**src/hw/rtl/assert_macros.svh**
```systemverilog
// assertion macros used by the rtl top file
`ifndef ASSERT_MACROS_SVH
`define ASSERT_MACROS_SVH

// clocked check, off during reset
`define GCO_ASSERT(lbl, prop, msg) \
  lbl: assert property (@(posedge clk) disable iff (!rst_n) prop) else $error(msg);

// clocked check, also active during reset
`define GCO_ASSERT_RST(lbl, prop, msg) \
  lbl: assert property (@(posedge clk) prop) else $error(msg);

`endif

```
**src/hw/rtl/gco_pkg.sv**
```systemverilog
// package with constants, types and helpers of the chain ordering block
package gco_pkg;

  localparam int DEF_MAX_COLUMNS = 16;
  localparam int FIELD_COLS      = 16;
  localparam int IDX_FW          = 4;
  localparam int CORR_W          = 16;
  localparam int MAG_W           = 15;
  localparam int CFG_W           = 5;
  localparam int ADDR_W          = 3;
  localparam int DATA_W          = 32;

  localparam logic [CFG_W-1:0] COLUMN_COUNT_RST = 5'd16;
  localparam logic             REG_COLUMN_COUNT = 1'b0;

  typedef struct packed {
    logic                     en;
    logic [IDX_FW-1:0]        row;
    logic [IDX_FW-1:0]        col;
    logic signed [CORR_W-1:0] corr;
  } wr_req_t;

  function automatic logic [MAG_W-1:0] magnitude(input logic signed [CORR_W-1:0] c);
    logic [CORR_W-1:0] neg;
    logic [MAG_W-1:0]  m;
    neg = ~c + 16'd1;
    if (!c[CORR_W-1]) begin
      m = c[MAG_W-1:0];
    end else if (neg[CORR_W-1]) begin
      m = {MAG_W{1'b1}};
    end else begin
      m = neg[MAG_W-1:0];
    end
    return m;
  endfunction

endpackage

```
**src/hw/rtl/gco_wmem.sv**
```systemverilog
// correlation magnitude store, one write and one registered read per cycle
module gco_wmem
  import gco_pkg::*;
#(
  parameter int COLS  = DEF_MAX_COLUMNS,
  parameter int IDX_W = 4
) (
  input  logic             clk,
  input  wr_req_t          wr,
  input  logic [IDX_W-1:0] rd_a,
  input  logic [IDX_W-1:0] rd_b,
  output logic [MAG_W-1:0] rd_data
);

  localparam int DEPTH = 1 << (2 * IDX_W);

  logic [MAG_W-1:0] mem [DEPTH];
  logic             wr_ok;

  assign wr_ok = wr.en && (32'(wr.row) < COLS) && (32'(wr.col) < COLS);

  always_ff @(posedge clk) begin
    if (wr_ok) begin
      mem[{wr.row[IDX_W-1:0], wr.col[IDX_W-1:0]}] <= magnitude(wr.corr);
    end
    rd_data <= mem[{rd_a, rd_b}];
  end

endmodule
```
**config.mk**
```make
export PLATFORM = sky130hd
export DESIGN_NAME = gco_wmem
export DESIGN_NICKNAME = d
export VERILOG_FILES = /design/src/hw/rtl/assert_macros.svh /design/src/hw/rtl/gco_pkg.sv /design/src/hw/rtl/gco_wmem.sv
export SDC_FILE = /design/constraint.sdc
export NUM_CORES = 2
export LEC_CHECK = 0
export BUFFER_PORTS_ARGS = -buffer_cell sky130_fd_sc_hd__clkbuf_2
export CORE_ASPECT_RATIO = 1.25
export CORE_UTILIZATION = 42
export DETAILED_ROUTE_END_ITERATION = 8
export PLACE_DENSITY = 0.62
export SLEW_MARGIN = 20
export SYNTH_ARGS = -nofsm -noshare
export SYNTH_HDL_FRONTEND = slang
export SYNTH_SLANG_ARGS = --single-unit
```
**constraint.sdc**
```tcl
create_clock -name clk -period 27.4 [get_ports clk]
set_input_delay 2.74 -clock clk [delete_from_list [all_inputs] [get_ports clk]]
set_output_delay 2.74 -clock clk [all_outputs]
set_load 0.03 [all_outputs]
```
# [Yosys cells after proc, flatten, opt, wreduce, memory -nomap -nowiden]
# Memories as Yosys holds them, arrays and structs flattened. A register that Yosys moved wholly into a read port is not among the register bits.
# Cells that the tools add are included.
# Widths: inputs -> output; s select.
[op_classes] bitwise=1 muxes=5 addsub=1
[op_table] op="$mux 15" n=3
[op_table] op="$add 16x1->16 const B" n=1
[op_table] op="$not 16->16" n=1
[op_table] op="$mux 1" n=2
[totals] n_memories=1 mem_bits_rw=3840 ff_bits=0 output_inout_bits=15 inputBits=34 word_cells=8
[memory_table] memory="mem" depth=256 word_bits=15 rd=1 rd_ports_with_merged_regs=1 wr=1 line_no="gco_wmem.sv:17" text="logic [MAG_W-1:0] mem [DEPTH];"

# [Logic depth before layout (Yosys ltp)]
[depth] ltp_word=5 depth_mapped=11 ltp_nobuf=8

# [Worst setup path before layout]
# No wires, ideal clock.
[synth_timing] path_type="input-to-reg" startpoint="input port wr[9] (netlist name)" endpoint="memory mem[0][14], data pin" arrival_ns=11.218 t_required_ns=25.656 setup_time_ns=1.744 slack_ns=14.438 cell_stages=4 n_path_buf=0 path_cell_list="or4_1 or3_1 or4_1 a31oi_1"
[synth_via] elab_chain_len=5
[synth_rtl] item="start: declaration" line_no="gco_wmem.sv:9" text="input wr_req_t wr,"
[synth_rtl] item="$not 16->16" line_no="gco_pkg.sv:26" text="neg = ~c + 16'd1;"
[synth_rtl] item="$add 16x1->16" line_no="gco_pkg.sv:26"
[synth_rtl] item="$mux 15" line_no="gco_pkg.sv:29" text="end else if (neg[CORR_W-1]) begin"
[synth_rtl] item="$mux 15" line_no="gco_pkg.sv:27" text="if (!c[CORR_W-1]) begin"
[synth_rtl] item="$mux 15" line_no="gco_wmem.sv:23" text="if (wr_ok) begin"
[synth_rtl] item="end: declaration" line_no="gco_wmem.sv:17"
# Every way passes these cells. The select of a mux whose other input is x is not followed.

==> summary.txt <==
Clock tree
  – CTS H-Tree Depth: 5
  – Clk sink count: 3855
  – CTS root buffer: clkbuf_16
  – TritonCTS Buffers: 359
  – Post-CTS Setup Bufs: 0
  – Max Root-Sink Buffers: 4
  – Hold_buf cts: 0
  – Worst-path clk slew: 0.06 ns
  – # resized after CTS: 0
  – CTS tree: done
  – Skew-Pair Late Insertion Delay: 0.93 ns

Power and ir drop
  – Sequential share of power: 0.541
  – Combinational Power Share: 0.057
  – Clock power share: 0.402
  – Int Power: 0.00955 W
  – NetSw: 0.00267 W
  – Worst VDD drop: 0.0504 mV
  – Power Dens Cells: 73.5 nW/um2
  – P_leak: 51.5 nW
  – Sw Ratio: 0.218

STA
  – RSZ-0062 raised after global routing: no
  – Max-slew violations: 0
  – Fin crit share: 0.310
  – Peak Freq: 118 MHz
  – Skew final: 0.0717 ns
  – Relative max-transition margin: 0.209
  – Final setup viols: 0
  – Final setup TNS: 0 ns
  – Endpoints failing hold: 0
  – Worst-margin pin slew: 1.18 ns
  – Period minus WS final: 8.50 ns

Route
  – Via count: 72.2k
  – Remaining antenna violation count: 0
  – # DRC: 0
  – Wire per inst: 32.5 um
  – First-iteration detailed-routing DRC count: 8683
  – Final Routed Wirelength: 391000 um
  – Detailed Routing Iterations Pass 1: 6
  – Vias per cell: 6.00

Setup path
  – Slowest cell on the critical path: buf_4
  – Critical path startpoint category: input pin
  – Worst endpoint required time: 28.14 ns
  – Cell Chain, Critical Path: buf_12 -> buf_4 -> buf_12 -> buf_4 -> buf_4 -> mux4_2 -> o22ai_1 -> nor3_1 -> nor4_1 -> nor4_1
  – Reg2Reg Launch Point: mem[211][13]$_DFFE_PP_
  – CP peak stage delay: 0.88 ns
  – Reg-to-reg setup timing slack: 24.46 ns
  – Worst Setup EP: rd_data[2]$_DFF_P_
  – Max FO, Critical Path: 107
  – Critical path class: input pin to flop
  – CP arrival: 9.24 ns
  – Worst path most repeated cell: buf_4
  – Worst reg-to-reg path cell count: 5
  – Crit end category: flop
  – FF-to-FF End: rd_data[13]$_DFF_P_
  – Critical Path Start: rd_b[0]

Floorplanning
  – Die area: 353000 um2
  – Row count: 242
  – # IOs: 49
  – Die Y: 664 um
  – Starting Density: 0.423
  – Die Width: 532 um
  – Core area: 348000 um2

Place
  – I/O Buffers: 48
  – Post-DP HPWL: 230000 um
  – Final GP Congestion: 0.841

Cells and area
  – Fill cells: 28.1k
  – Final core utilization: 0.477
  – Final #Nets: 7136
  – Layout cells sized above 1: 0.252
  – Commonest non-fill, non-tap cell in the layout: edfxtp_1
  – Area grow syn2layout: 12.8%
  – Commonest cells after routing, fill and taps aside: edfxtp_1, mux4_2, clkbuf_16, buf_4, a22oi_1

GRT
  – GRT Residual Overflow: 0
  – Vias in the first global route: 72.5k
  – First-pass GRT wire length: 552000 um
  – Overall fraction of global-route tracks in use: 0.218
  – Initial antenna violation count: 22
  – Largest net degree at the start of global routing: 209

Yosys
  – Mapped Nets: 6764
  – Synth Flop Type: edfxtp_1
  – EDFF count, synth: 3840
  – Main area contributors after synthesis: edfxtp_1, mux4_2, mux2i_1
  – Asr flop ratio synth: 0
  – Netlist cell types: 59
  – YS warnings: 0
  – Mapped cell area: 147000 um2
  – Seq cells post-synth: 3855
  – Cells after Synth: 6729
  – Synth top area share: 0.783
  – Average cell area after synthesis: 21.9 um2
  – Sequential share of the synthesized area: 0.785
  – Top cell type by total area after synthesis: edfxtp_1

Run status
  – Outcome: finished clean

Worst hold path
  – Hold Path Class: flop to flop

Job
  – Max-cap check violation count: 0
-- worst min path at each step --
stage	startpoint	endpoint	slack [ns]	depth (start not counted)
after detailed placement	mem[82][9]$_DFFE_PP_	rd_data[9]$_DFF_P_	1.10	5
after CTS	mem[114][0]$_DFFE_PP_	rd_data[0]$_DFF_P_	1.09	5
after global routing	mem[114][0]$_DFFE_PP_	rd_data[0]$_DFF_P_	1.20	5
after floorplan	mem[132][10]$_DFFE_PP_	rd_data[10]$_DFF_P_	0.87	6
final	mem[72][10]$_DFFE_PP_	rd_data[10]$_DFF_P_	1.07	5
after global placement	mem[64][13]$_DFFE_PP_	rd_data[13]$_DFF_P_	1.0	5
-- power by group through the flow --
stage | Sequential (W) | Clock (W) | Combinational (W)
after CTS | 0.00661 | 0.00497 | 0.000695
after global routing | 0.00660 | 0.00517 | 0.000724
after global placement | 0.00673 | 0 | 0.000677
after floorplan | 0.00679 | 0 | 0.000380
after detailed placement | 0.00673 | 0 | 0.000694
final | 0.00661 | 0.00491 | 0.000691
-- cell usage after synthesis (4+ instances only) --
| cell | instances |
|---|---|
| nand3_1 | 36 |
| a22oi_1 | 286 |
| xor2_1 | 10 |
| and2_1 | 6 |
| a311oi_1 | 12 |
| buf_6 | 37 |
| mux4_2 | 829 |
| or4_1 | 4 |
| nand2_1 | 69 |
| buf_4 | 44 |
| o32ai_1 | 11 |
| o21ai_0 | 8 |
| nor4_1 | 50 |
| o31ai_1 | 5 |
| inv_1 | 6 |
| o22ai_1 | 83 |
| a22o_1 | 19 |
| dfxtp_1 | 15 |
| a211oi_1 | 23 |
| clkbuf_1 | 204 |
| buf_8 | 6 |
| o22a_1 | 12 |
| or2_2 | 6 |
| nor2b_1 | 15 |
| nand2b_1 | 11 |
| mux2_2 | 5 |
| nor2_1 | 291 |
| a21oi_1 | 198 |
| o21ai_1 | 8 |
| a31oi_1 | 12 |
| edfxtp_1 | 3840 |
| buf_1 | 39 |
| mux2i_1 | 263 |
| buf_2 | 80 |
| nor3_1 | 47 |
| o221ai_1 | 63 |
| nand4_1 | 10 |
| a221oi_1 | 25 |
| o211ai_1 | 14 |
-- sequential cells by signal (all words and copies together), names as in the netlist --
signal,count
mem,3840
rd_data,15
-- cell families (layout without fill, tap and decap cells) --
| group | after synthesis | count (layout) | share of synthesized area |
|---|---|---|---|
| AO/OA/AOI/OAI | 787 | 787 | 0.0370 |
| XOR/XNOR | 11 | 11 | 0.000654 |
| adder cells (fa/ha/maj) | 1 | 1 | 0.0000850 |
| buffers and inverters | 416 | 1078 | 0.0148 |
| flip-flops | 3855 | 3855 | 0.785 |
| multiplexers | 1097 | 1097 | 0.145 |
| other | 0 | 13 | 0 |
| AND/OR/NAND/NOR | 562 | 562 | 0.0173 |
-- critical path, delay by kind of cell --
| kind | cells | cell delay (ns) |
|---|---|---|
| AOI/OAI and AO/OA | 1 | 0.38 |
| buffers and inverters | 5 | 3.71 |
| muxes | 1 | 0.60 |
| and+or+nand+nor | 3 | 1.23 |
-- routing by layer --
| metal | track usage | vias up | routed length, um |
|---|---|---|---|
| li1 | - | 29300 | - |
| met1 | 0.290 | 39000 | 151000 |
| met2 | 0.362 | 3286 | 193000 |
| met3 | 0.0343 | 599 | 30100 |
| met4 | 0.0858 | 16 | 16800 |
| met5 | 0 | - | 85 |
-- stage by stage --
| step | instance area [um2] | hold slack, ns | cells | worst slack (ns) | power, W |
|---|---|---|---|---|---|
| after floorplan | 147000 | 0.870 | 6729 | 14.44 | 0.00717 |
| after global placement | 154000 | 1.00 | 11400 | 18.03 | 0.00741 |
| after detailed placement | 154000 | 1.10 | 11400 | 17.96 | 0.00743 |
| after CTS | 166000 | 1.09 | 12000 | 18.92 | 0.0123 |
| after global routing | 166000 | 1.20 | 12000 | 18.55 | 0.0125 |
| final | 166000 | 1.07 | 12000 | 18.90 | 0.0122 |
-- cell type report --
cell class,instances,area [um2],area share
antenna,13,32.5,0.000196
clock buffer,448,9470,0.0570
clock inverter,203,1930,0.0116
inverter,6,22.5,0.000136
multi-input combinational,2458,30000,0.180
sequential,3855,116000,0.696
tap,4636,5800,0.0349
timing repair buffer,421,3230,0.0195
Power figures use the tool's default switching activity.
